<file path="config.mk">
export PLATFORM = sky130hd
export DESIGN_NAME = interleaved_gamma_codec_unit
export DESIGN_NICKNAME = d
export VERILOG_FILES = /design/src/hw/rtl/igc_pkg.sv /design/src/hw/rtl/interleaved_gamma_codec_unit.sv
export SDC_FILE = /design/constraint.sdc
export NUM_CORES = 2
export LEC_CHECK = 0
export BUFFER_PORTS_ARGS = -buffer_cell sky130_fd_sc_hd__buf_2
export CAP_MARGIN = 20
export CORE_ASPECT_RATIO = 1.1
export CORE_UTILIZATION = 40
export DETAILED_ROUTE_END_ITERATION = 10
export SLEW_MARGIN = 10
export SYNTH_ARGS = -nofsm -noshare
export SYNTH_HDL_FRONTEND = slang
export SYNTH_SLANG_ARGS = --single-unit
export TNS_END_PERCENT = 50
</file>
<file path="constraint.sdc">
create_clock -name clk -period 33.8 [get_ports clk]
set_input_delay 1.69 -clock clk [delete_from_list [all_inputs] [get_ports clk]]
set_output_delay 1.69 -clock clk [all_outputs]
set_load 0.1 [all_outputs]
</file>
<file path="src/hw/rtl/igc_pkg.sv">
`timescale 1ns / 1ps
//------------------------------------------------------------------------------
// igc_pkg: shared definitions for the interleaved gamma codec
// Operation and result codes, stream widths and the result record type.
//------------------------------------------------------------------------------
package igc_pkg;

    // Default width of the coded integers.
    localparam int VALUE_BITS_DEF = 64;

    // Beat widths on the two stream sides.
    localparam int S_DATA_W = 72;
    localparam int M_DATA_W = 80;
    localparam int OP_W     = 2;
    localparam int KIND_W   = 2;

    // Operation carried in the input tuser.
    typedef enum logic [OP_W-1:0] {
        OP_ENC_VALUE = 2'd0,
        OP_ENC_FLUSH = 2'd1,
        OP_DEC_BYTE  = 2'd2,
        OP_DEC_END   = 2'd3
    } op_t;

    // Kind of a result beat, carried in the output tuser.
    typedef enum logic [KIND_W-1:0] {
        KIND_BYTE   = 2'd0,
        KIND_VALUE  = 2'd1,
        KIND_STATUS = 2'd2
    } kind_t;

    // One result beat.
    typedef struct packed {
        kind_t       kind;
        logic [7:0]  data_byte;
        logic [63:0] value;
        logic        error;
        logic        last;
    } result_t;

endpackage

</file>
<file path="src/hw/rtl/interleaved_gamma_codec_unit.sv">
`timescale 1ns / 1ps
//------------------------------------------------------------------------------
// interleaved_gamma_codec_unit: interleaved Elias gamma encoder and decoder
// Encodes positive integers into a packed bit stream and decodes it back.
//------------------------------------------------------------------------------
// Usage:
// The slave side takes one operation per beat: tuser selects encode value,
// encode flush, decode byte or decode end. An accepted beat is held in an
// item register and worked off from there; each result goes through a single
// output register on the master side, with tlast on the final result of the
// operation. An operation holds the item register until its last result has
// gone out, one result per cycle while the output register is free, so decoding
// runs at one byte a cycle unless a byte completes more than one value or the
// receiver stalls, and encoding a value yields one result per finished byte.
// The next beat is taken in the cycle the current item finishes. The first result
// passes through the item register and then the output register to the master side.
// Reset clears the pending encoder bits and the decoder, and empties both registers.
// When the receiver stalls, the result waits in the output register, the
// item register holds its item, and a new beat is taken only if the item
// in hand needs no further result slot.
//------------------------------------------------------------------------------
module interleaved_gamma_codec_unit #(
    parameter int VALUE_BITS = igc_pkg::VALUE_BITS_DEF
) (
    input  logic                         clk,
    input  logic                         rst_n,
    // Input beat.
    input  logic                         s_tvalid,
    output logic                         s_tready,
    // Fields from bit 0: value_in[63:0], byte_in[71:64].
    input  logic [igc_pkg::S_DATA_W-1:0] s_tdata,
    // Fields from bit 0: op[1:0].
    input  logic [igc_pkg::OP_W-1:0]     s_tuser,
    // Result beat.
    output logic                         m_tvalid,
    input  logic                         m_tready,
    // Fields from bit 0: byte_out[7:0], value_out[71:8], error[72], zeros above.
    output logic [igc_pkg::M_DATA_W-1:0] m_tdata,
    // Fields from bit 0: kind[1:0].
    output logic [igc_pkg::KIND_W-1:0]   m_tuser,
    output logic                         m_tlast
);
    import igc_pkg::*;

    localparam int CODE_W = 2 * VALUE_BITS;
    localparam int SW     = CODE_W + 7;
    localparam int LEN_W  = $clog2(SW + 1);
    localparam int IDX_W  = $clog2(VALUE_BITS);
    localparam int TOP_W  = $clog2(VALUE_BITS);
    localparam logic [IDX_W-1:0] IDX_MAX = IDX_W'(VALUE_BITS - 1);
    localparam logic [LEN_W-1:0] LEN_BYTE = LEN_W'(8);

    // Item register.
    logic                    item_vld_reg, item_vld_next;
    op_t                     op_reg;
    logic [CODE_W-1:0]       code_reg;
    logic [LEN_W-1:0]        clen_reg;
    logic                    zero_reg;
    logic                    merged_reg, merged_next;
    logic [7:0]              rem_reg, rem_next;
    logic [3:0]              rem_cnt_reg, rem_cnt_next;

    // Encoder pending stream, first bit at bit 0.
    logic [SW-1:0]           stream_reg, stream_next;
    logic [LEN_W-1:0]        slen_reg, slen_next;

    // Decoder state.
    logic [VALUE_BITS-1:0]   acc_reg, acc_next;
    logic [IDX_W-1:0]        idx_reg, idx_next;
    logic                    expect_reg, expect_next;

    // Output register.
    logic                    out_vld_reg;
    result_t                 out_reg;

    // Step control.
    logic                    out_free;
    logic                    st_has_out;
    logic                    st_done;
    logic                    step_fire;
    logic                    s_accept;
    result_t                 st_res;

    // Code expansion of the incoming value.
    logic [VALUE_BITS-1:0]   in_val;
    logic [VALUE_BITS-1:0]   in_above;
    logic [VALUE_BITS-1:0]   in_lead;
    logic [CODE_W-1:0]       in_code;
    logic [TOP_W-1:0]        in_top;

    // Decode scan results.
    logic                    dec_found1;
    logic                    dec_found2;
    logic                    dec_ev_err;
    logic [VALUE_BITS-1:0]   dec_ev_val;
    logic [3:0]              dec_cut;
    logic [VALUE_BITS-1:0]   dec_acc_end;
    logic [IDX_W-1:0]        dec_idx_end;
    logic                    dec_exp_end;

    // Encode merge of the item code into the pending stream.
    logic [SW-1:0]           enc_stream_m;
    logic [LEN_W-1:0]        enc_slen_m;
    logic [7:0]              enc_byte;
    logic [7:0]              flush_byte;

    assign out_free  = !out_vld_reg || m_tready;
    assign step_fire = item_vld_reg && (!st_has_out || out_free);
    assign s_tready  = !item_vld_reg || (step_fire && st_done);
    assign s_accept  = s_tvalid && s_tready;

    // Each value bit below the leading one gives a zero flag and the data
    // bit; the leading one itself gives the closing one bit.
    always_comb
    begin
        in_val = s_tdata[VALUE_BITS-1:0];
        in_top = '0;
        for (int i = 0; i < VALUE_BITS; i++)
        begin
            in_above[i]      = |(in_val >> (i + 1));
            in_lead[i]       = in_val[i] & ~in_above[i];
            in_code[2*i]     = in_lead[i];
            in_code[2*i + 1] = in_val[i] & in_above[i];
            in_top           = in_top | (in_lead[i] ? TOP_W'(i) : '0);
        end
    end

    // Pending stream with this item's code appended, and the byte views.
    always_comb
    begin
        if (merged_reg)
        begin
            enc_stream_m = stream_reg;
            enc_slen_m   = slen_reg;
        end
        else
        begin
            enc_stream_m = stream_reg | (SW'(code_reg) << slen_reg[2:0]);
            enc_slen_m   = slen_reg + clen_reg;
        end
        for (int k = 0; k < 8; k++)
        begin
            enc_byte[7-k]   = enc_stream_m[k];
            flush_byte[7-k] = stream_reg[k];
        end
    end

    // Walk the remaining bits of the byte, MSB first, up to the first value
    // or error, and look on for a second one.
    always_comb
    begin : dec_scan
        logic [VALUE_BITS-1:0] a;
        logic [IDX_W-1:0]      ix;
        logic                  e;
        logic                  b;
        logic                  evt;
        logic                  err;
        logic [VALUE_BITS-1:0] val;
        a          = acc_reg;
        ix         = idx_reg;
        e          = expect_reg;
        dec_found1 = 1'b0;
        dec_found2 = 1'b0;
        dec_ev_err = 1'b0;
        dec_ev_val = '0;
        dec_cut    = '0;
        for (int j = 0; j < 8; j++)
        begin
            b   = rem_reg[3'(7 - j)];
            evt = 1'b0;
            err = 1'b0;
            val = '0;
            if ((4'(j) < rem_cnt_reg) && !dec_found2)
            begin
                if (e)
                begin
                    a  = a | (VALUE_BITS'(b) << ix);
                    ix = ix + IDX_W'(1);
                    e  = 1'b0;
                end
                else if (b)
                begin
                    evt = 1'b1;
                    val = a | (VALUE_BITS'(1) << ix);
                end
                else if (ix >= IDX_MAX)
                begin
                    evt = 1'b1;
                    err = 1'b1;
                end
                else
                begin
                    e = 1'b1;
                end
                if (evt)
                begin
                    if (!dec_found1)
                    begin
                        dec_found1 = 1'b1;
                        dec_ev_err = err;
                        dec_ev_val = val;
                        dec_cut    = 4'(j + 1);
                    end
                    else
                    begin
                        dec_found2 = 1'b1;
                    end
                    a  = '0;
                    ix = '0;
                    e  = 1'b0;
                end
            end
        end
        dec_acc_end = a;
        dec_idx_end = ix;
        dec_exp_end = e;
    end

    // One step of the item in hand: at most one result and the next state.
    always_comb
    begin
        st_has_out   = 1'b0;
        st_done      = 1'b1;
        st_res       = '0;
        stream_next  = stream_reg;
        slen_next    = slen_reg;
        acc_next     = acc_reg;
        idx_next     = idx_reg;
        expect_next  = expect_reg;
        merged_next  = 1'b1;
        rem_next     = rem_reg;
        rem_cnt_next = rem_cnt_reg;
        case (op_reg)
            OP_ENC_VALUE:
            begin
                if (zero_reg)
                begin
                    st_has_out   = 1'b1;
                    st_res.kind  = KIND_STATUS;
                    st_res.error = 1'b1;
                end
                else if (enc_slen_m >= LEN_BYTE)
                begin
                    st_has_out       = 1'b1;
                    st_res.kind      = KIND_BYTE;
                    st_res.data_byte = enc_byte;
                    stream_next      = enc_stream_m >> 8;
                    slen_next        = enc_slen_m - LEN_BYTE;
                    st_done          = (slen_next < LEN_BYTE);
                end
                else
                begin
                    stream_next = enc_stream_m;
                    slen_next   = enc_slen_m;
                end
            end
            OP_ENC_FLUSH:
            begin
                st_has_out       = (slen_reg != '0);
                st_res.kind      = KIND_BYTE;
                st_res.data_byte = flush_byte;
                stream_next      = '0;
                slen_next        = '0;
            end
            OP_DEC_BYTE:
            begin
                st_has_out   = dec_found1;
                st_res.kind  = dec_ev_err ? KIND_STATUS : KIND_VALUE;
                st_res.value = dec_ev_err ? 64'd0 : 64'(dec_ev_val);
                st_res.error = dec_ev_err;
                st_done      = !dec_found2;
                rem_next     = rem_reg << dec_cut;
                rem_cnt_next = rem_cnt_reg - dec_cut;
                if (dec_found2)
                begin
                    acc_next    = '0;
                    idx_next    = '0;
                    expect_next = 1'b0;
                end
                else
                begin
                    acc_next    = dec_acc_end;
                    idx_next    = dec_idx_end;
                    expect_next = dec_exp_end;
                end
            end
            OP_DEC_END:
            begin
                st_has_out   = 1'b1;
                st_res.kind  = KIND_STATUS;
                st_res.error = (idx_reg != '0) || expect_reg;
                acc_next     = '0;
                idx_next     = '0;
                expect_next  = 1'b0;
            end
            default:
            begin
                st_done = 1'b1;
            end
        endcase
        st_res.last = st_done;
    end

    // Item register occupancy.
    always_comb
    begin
        if (s_accept)
        begin
            item_vld_next = 1'b1;
        end
        else if (step_fire && st_done)
        begin
            item_vld_next = 1'b0;
        end
        else
        begin
            item_vld_next = item_vld_reg;
        end
    end

    // Control state: occupancy, encoder and decoder state.
    always_ff @(posedge clk or negedge rst_n)
    begin
        if (!rst_n)
        begin
            item_vld_reg <= 1'b0;
            out_vld_reg  <= 1'b0;
            stream_reg   <= '0;
            slen_reg     <= '0;
            acc_reg      <= '0;
            idx_reg      <= '0;
            expect_reg   <= 1'b0;
            op_reg       <= OP_ENC_FLUSH;
            merged_reg   <= 1'b0;
            rem_cnt_reg  <= '0;
        end
        else
        begin
            item_vld_reg <= item_vld_next;
            if (step_fire)
            begin
                stream_reg <= stream_next;
                slen_reg   <= slen_next;
                acc_reg    <= acc_next;
                idx_reg    <= idx_next;
                expect_reg <= expect_next;
            end
            if (s_accept)
            begin
                op_reg      <= op_t'(s_tuser);
                merged_reg  <= 1'b0;
                rem_cnt_reg <= 4'd8;
            end
            else if (step_fire)
            begin
                merged_reg  <= merged_next;
                rem_cnt_reg <= rem_cnt_next;
            end
            if (step_fire && st_has_out)
            begin
                out_vld_reg <= 1'b1;
            end
            else if (m_tready)
            begin
                out_vld_reg <= 1'b0;
            end
        end
    end

    // Item and result payload.
    always_ff @(posedge clk)
    begin
        if (s_accept)
        begin
            code_reg <= in_code;
            clen_reg <= LEN_W'({in_top, 1'b1});
            zero_reg <= (in_val == '0);
            rem_reg  <= s_tdata[71:64];
        end
        else if (step_fire)
        begin
            rem_reg <= rem_next;
        end
        if (step_fire && st_has_out)
        begin
            out_reg <= st_res;
        end
    end

    // Master side.
    assign m_tvalid = out_vld_reg;
    assign m_tdata  = {7'd0, out_reg.error, out_reg.value, out_reg.data_byte};
    assign m_tuser  = out_reg.kind;
    assign m_tlast  = out_reg.last;

    // Pending encoder bits stay below a byte unless an encode is draining.
    a_enc_pending_short: assert property (@(posedge clk) disable iff (!rst_n)
        !(item_vld_reg && (op_reg == OP_ENC_VALUE) && merged_reg) |-> (slen_reg < LEN_BYTE))
        else $error("encoder holds a full byte outside an encode item");

    // Stream bits beyond the pending length are always zero.
    a_enc_stream_clean: assert property (@(posedge clk) disable iff (!rst_n)
        ((stream_reg >> slen_reg) == '0))
        else $error("stray bits above the pending stream length");

    // A flush leaves the encoder empty.
    a_flush_clears: assert property (@(posedge clk) disable iff (!rst_n)
        (item_vld_reg && (op_reg == OP_ENC_FLUSH) && step_fire) |=> (slen_reg == '0))
        else $error("encoder not empty after flush");

    // The decoder never holds more data bits than a value can carry.
    a_dec_index_range: assert property (@(posedge clk) disable iff (!rst_n)
        (idx_reg <= IDX_MAX))
        else $error("decoder bit index out of range");

    // A byte still in work always has bits left to scan.
    a_dec_bits_left: assert property (@(posedge clk) disable iff (!rst_n)
        (item_vld_reg && (op_reg == OP_DEC_BYTE)) |->
            ((rem_cnt_reg != 4'd0) && (rem_cnt_reg <= 4'd8)))
        else $error("decode item without remaining bits");

endmodule

</file>
Word-level counts from Yosys, hierarchy flattened --
Index checks and enable logic that the tools add are counted.
Word-level totals: bits in registers 441, output and inout port bits 85
Operators by class: add/sub/neg operators 11, reductions and logical operators 100, shift-type cells 14, bitwise gates (word level) 265, muxes and demuxes 315, $lt $le $gt $ge 18, equal/unequal tests 4
Operators by type and width (number):
- $mux W64 | 45
- $or A64 B64 Y64 | 12
- $shl A1 B6 Y64 const A | 8
- $mux W135 | 3
- $mux W6 | 57
- $pmux W135 S2 | 1
- $shl A1 B6 Y64 | 4
- $or A6 B6 Y6 | 31
- $mux W1 | 135
- $or A135 B135 Y135 | 1
- $shl A127 B3 Y135 | 1
- $mux W4 | 33
- $pmux W64 S2 | 1
- $and A1 B1 Y1 | 126
- $mux W5 | 16
- $or A5 B5 Y5 | 15
- $logic_not A64 Y1 | 1
- $mux W8 | 8
- $not A1 Y1 | 64
- $reduce_or A63 Y1 | 1
- $reduce_or A62 Y1 | 1
- $reduce_or A61 Y1 | 1
- $reduce_or A60 Y1 | 1
- $reduce_or A59 Y1 | 1
- other kinds (96) | 160

Logic depth before layout (Yosys ltp) --
depth in word-level cells 66, depth in mapped cells 50

Least setup slack after synthesis --
OpenSTA, ideal clock, no wires.
path kind register to register, start point reg idx_reg[1], end point reg out_reg (netlist bit m_tdata[0]), enable pin, arrival 11834 ps, cell stages (with the launch flop) 45, slack 21456 ps, buffers on the path 4, required time 33289 ps, setup time 511 ps, clock period less this slack 12344 ps, cell sequence dfrtp_1 -> ha_1 -> buf_2 -> nand2_1 -> o21ai_1 -> nand2_1 -> a22oi_1 -> inv_1 -> ha_1 -> inv_1 -> a31o_2 -> nor4_1 -> a211oi_1 -> ha_1 -> nand2_1 -> nor2_1 -> nand4_1 -> a31o_2 -> (+9 left out) -> o21a_1 -> a21o_1 -> inv_1 -> ha_1 -> nand3_1 -> o21bai_1 -> buf_6 -> a211oi_4 -> ha_1 -> o21ai_0 -> nand2_1 -> inv_1 -> ha_1 -> nor2_1 -> o41ai_2 -> and2_0 -> o21ai_0 -> nor2_1
Between the ends: word-level cells in the longest chain between the ends 57
RTL lines:
- start: declaration | RTL line interleaved_gamma_codec_unit.sv:69 | logic [IDX_W-1:0] idx_reg, idx_next;
- start signal: assignment | RTL line interleaved_gamma_codec_unit.sv:345 | idx_reg <= idx_next;
- $ge A6 B6 Y1 | RTL line interleaved_gamma_codec_unit.sv:186 | else if (ix >= IDX_MAX)
- $mux W1 | RTL line interleaved_gamma_codec_unit.sv:186
- $mux W1 | RTL line interleaved_gamma_codec_unit.sv:175 | if (e)
- $mux W1
- $mux W6 | RTL line interleaved_gamma_codec_unit.sv:195 | if (evt)
- $mux W6 | RTL line interleaved_gamma_codec_unit.sv:173 | if ((4'(j) < rem_cnt_reg) && !dec_found2)
- $ge A6 B6 Y1 | RTL line interleaved_gamma_codec_unit.sv:186
- $mux W1 | RTL line interleaved_gamma_codec_unit.sv:186
- (+41 left out)
- $mux W1 | RTL line interleaved_gamma_codec_unit.sv:173
- $mux W1 | RTL line interleaved_gamma_codec_unit.sv:195
- $mux W1 (*) | RTL line interleaved_gamma_codec_unit.sv:173
- $pmux W1 S4 (*) | RTL line interleaved_gamma_codec_unit.sv:233 | case (op_reg)
- $logic_not A1 Y1 | RTL line interleaved_gamma_codec_unit.sv:108 | assign step_fire = item_vld_reg && (!st_has_out || out_free);
- $logic_or A1 B1 Y1 | RTL line interleaved_gamma_codec_unit.sv:108
- $logic_and A1 B1 Y1 | RTL line interleaved_gamma_codec_unit.sv:108
- $logic_and A1 B1 Y1 (*) | RTL line interleaved_gamma_codec_unit.sv:384 | if (step_fire && st_has_out)
- end signal: assignment | RTL line interleaved_gamma_codec_unit.sv:386 | out_reg <= st_res;
- end: declaration | RTL line interleaved_gamma_codec_unit.sv:74 | result_t out_reg;
Every way passes the cells marked *; elsewhere a longest branch is shown, timed or not. The select of a mux whose other input is x is not followed. A chain may end at the register's enable or synchronous reset.

Worst setup path after layout --
start point reg idx_reg[0], end point out s_tready
Between the ends: word-level cells in the longest chain between the ends 58
RTL lines:
- $ge A6 B6 Y1 | RTL line interleaved_gamma_codec_unit.sv:186
- $mux W1 | RTL line interleaved_gamma_codec_unit.sv:186
- $mux W1 | RTL line interleaved_gamma_codec_unit.sv:175
- $mux W1
- $mux W6 | RTL line interleaved_gamma_codec_unit.sv:195
- $mux W6 | RTL line interleaved_gamma_codec_unit.sv:173
- $ge A6 B6 Y1 | RTL line interleaved_gamma_codec_unit.sv:186
- $mux W1 | RTL line interleaved_gamma_codec_unit.sv:186
- (+42 left out)
- $mux W1 | RTL line interleaved_gamma_codec_unit.sv:195
- $mux W1 | RTL line interleaved_gamma_codec_unit.sv:173
- $pmux W1 S4 | RTL line interleaved_gamma_codec_unit.sv:233
- $logic_not A1 Y1 | RTL line interleaved_gamma_codec_unit.sv:108
- $logic_or A1 B1 Y1 | RTL line interleaved_gamma_codec_unit.sv:108
- $logic_and A1 B1 Y1 | RTL line interleaved_gamma_codec_unit.sv:108
- $logic_and A1 B1 Y1 (*) | RTL line interleaved_gamma_codec_unit.sv:109 | assign s_tready = !item_vld_reg || (step_fire && st_done);
- $logic_or A1 B1 Y1 (*) | RTL line interleaved_gamma_codec_unit.sv:109
- end: declaration | RTL line interleaved_gamma_codec_unit.sv:29 | output logic s_tready,
Marked as above.

==> flow_summary.toml <==
[timing]
skew_ns = 0.0388
timing.hold.ws_ns = 0.468
finalCritPeriodShare_pct = 41.8
slew_viol_final = 0
setup_tns_ns = 0
finalHoldViolCount = 0
slew_headroom_pct = 11.8
fin_crit_ns = 14.12
tightestPinTransition_ns = 1.32
rsz0062_at_grt = "false"
fmax_mhz = 70.8
setup_viol = 0

[logic_synthesis]
synth_edf_count = 214
yosysSeqAreaShare_pct = 35.9
ys_ff_latch = 436
async_flop_share_pct = 50.9
syn_area_per_cell_um2 = 8.64
syn_inst = 3860
syn_area_um2 = 33300
ys_warn_count = 0
synth-main-ff-cell = "dfrtp_1"
yosys.cell_types.count = 103

[clocking]
ctsHoldBuffers = 0
cts.sinks = 436
cts_tree = "built"
numCtsBuffers = 50
root_buffer = "clkbuf_16"
clk_latency_ns = 0.66
clkTransAtPathRegs_ns = 0.06
cts_setup_buffers = 0
clock_path_buffers = 3
ctsResizeCount = 0
h-tree-depth = 2

[place]
dpl_cell_area_um2 = 34800
dp_cells = 4848
dpl.hpwl_um = 90300
port_buffers = 151
gp_congestion = 1.06

[finish]
layout_common_cells = "nand2_1, nor2_1, o21ai_0"
largest_reg_flops = 134
drive_above_1_share_pct = 12.8
multi_input_area_um2 = 20000
final_common_cell = "nand2_1"
final_cells = 4951
fill_cells = 8079
fin_nets = 3961
fin_area_um2 = 36700
regArea_um2 = 12000
syn_to_final_growth_pct = 9.96

[run]
drv_cap = 0

[setup_path]
crit_family = "compound AO/OA/AOI/OAI gates"
path_max_fanout = 10
critPathMaxStageDelay_ns = 0.66
cp.required_ns = 32.11
crit_type = "flop to primary output"
critPathCaptureType = "primary output"
arrival_ns = 12.43
slowest_stage = "o41ai_4"
cp_common_cell = "ha_1"
cp.buffers_inverters = 5
start_kind = "flop"

[floorplan]
fp.dieH_um = 305
start_util_pct = 40.6
die_x_um = 277
core_um2 = 82200
io_pins = 163
rows = 110
die_area_um2 = 84500

[global_routing]
grt_use_total_pct = 30.8
antenna_found_initial = 6
grt_pass1_wl_um = 199000
grt_pass1_vias = 31100
grt-ovfl-total = 0
grt_max_degree = 150

[routing]
wirelength_um = 133000
ant_nets = 0
via_per_inst = 6.52
first_pass_iters = 11
drcViolationCount = 0
num_vias = 32300
avgRoutedWirePerCell_um = 26.9
first_iter_violations = 4744

[run_status]
outcome = "completed"

[worst_hold_path]
hold_class = "flop to flop"
==> routing by layer <==
layer | GRT usage (%) | up-vias | wire length (um)
met5 | 0 | - | 12
met4 | 16.4 | 2 | 8360
met3 | 6.95 | 463 | 12800
met2 | 48.8 | 1815 | 59700
met1 | 39.2 | 15600 | 52100
li1 | - | 14400 | -
==> synth_stat cells, types with 10 or more instances <==
cell        n  area [um^2]
a221oi_1   37          324
a31oi_1    63          394
a21o_1     20          150
buf_4      18          135
a211oi_1   15          113
o41ai_1   119         1040
and2_1     67          419
mux4_2    115         2590
a21oi_1   240         1200
clkbuf_1  190          713
and3_1     19          119
a222oi_1   25          250
o21ai_1    10         50.1
a22oi_1    10         75.1
o21ai_0   311         1560
xnor2_1    18          158
buf_1      43          161
nand2b_1   18          113
inv_1      59          221
or3_1      17          106
o211ai_1   22          165
nor4_1     44          275
ha_1       39          488
nand2_1   598         2240
a22o_1     43          377
nor2b_1    56          350
dfrtp_1   221         5530
nand3_1    49          245
nand4_1    16          100
mux2i_1   134         1340
o31ai_1    80          601
buf_2      42          210
nor3_1     89          445
edfxtp_1  214         6430
o21bai_1  148         1110
nor2_1    472         1770
==> cell families (layout without fill, tap and decap cells) <==
family,Yosys count,after routing,share of synthesized area (%)
simple gates,1499,1499,19.9
compound gates,1240,1240,25.3
flops,436,436,35.9
buf+inv,360,378,4.50
mux,259,259,12.2
fa+ha+maj,41,41,1.58
xor+xnor,24,24,0.630
other cells,1,10,0.0112
==> worst register-to-register path, delay by kind of cell, from the launching register on <==
kind | cells | cell delay, ns
flip-flops | 1 | 0.53
AO/OA/AOI/OAI | 16 | 5.21
buffers and inverters | 6 | 2.45
multiplexers | 1 | 0.39
adder cells (fa/ha/maj) | 7 | 2.03
AND/OR/NAND/NOR | 12 | 2.47
==> per-stage QoR <==
| stage | worst slack [ns] | util [%] |
|---|---|---|
| after floorplan | 21.46 | - |
| after global placement | 20.51 | 42.4 |
| after detailed placement | 20.41 | 42.4 |
| after CTS | 19.70 | 44.5 |
| final | 19.68 | 44.6 |
| after global routing | 18.93 | 44.6 |
==> area by class of cell <==
| type | instances | share of cell area (%) |
|---|---|---|
| multi-input combinational | 3070 | 54.6 |
| sequential | 436 | 32.7 |
| clock buffer | 61 | 3.66 |
| timing repair buffer | 221 | 3.65 |
| tap | 1064 | 3.63 |
| clock inverter | 33 | 1.10 |
| inverter | 63 | 0.645 |
| antenna | 3 | 0.0205 |
==> final timing paths <==
| check | slack [ns] | endpoint | from | depth (start not counted) |
|---|---|---|---|---|
| worst min register to register | 0.47 | stream_reg[18] | stream_reg[18] | 2 |
| max in group asynchronous | 31.32 | acc_reg[3] | rst_n | 2 |
| worst max register to register | 20.60 | slen_reg[7] | idx_reg[0] | 42 |
| worst min-delay path | 0.47 | stream_reg[18] | stream_reg[18] | 2 |
| min in group asynchronous | 0.99 | stream_reg[27] | rst_n | 1 |
| worst max-delay path | 19.68 | s_tready | idx_reg[0] | 42 |
Power is left out: the tool's default activity adds up to more than one toggle a clock period on the data nets, which glitch-free logic cannot reach.
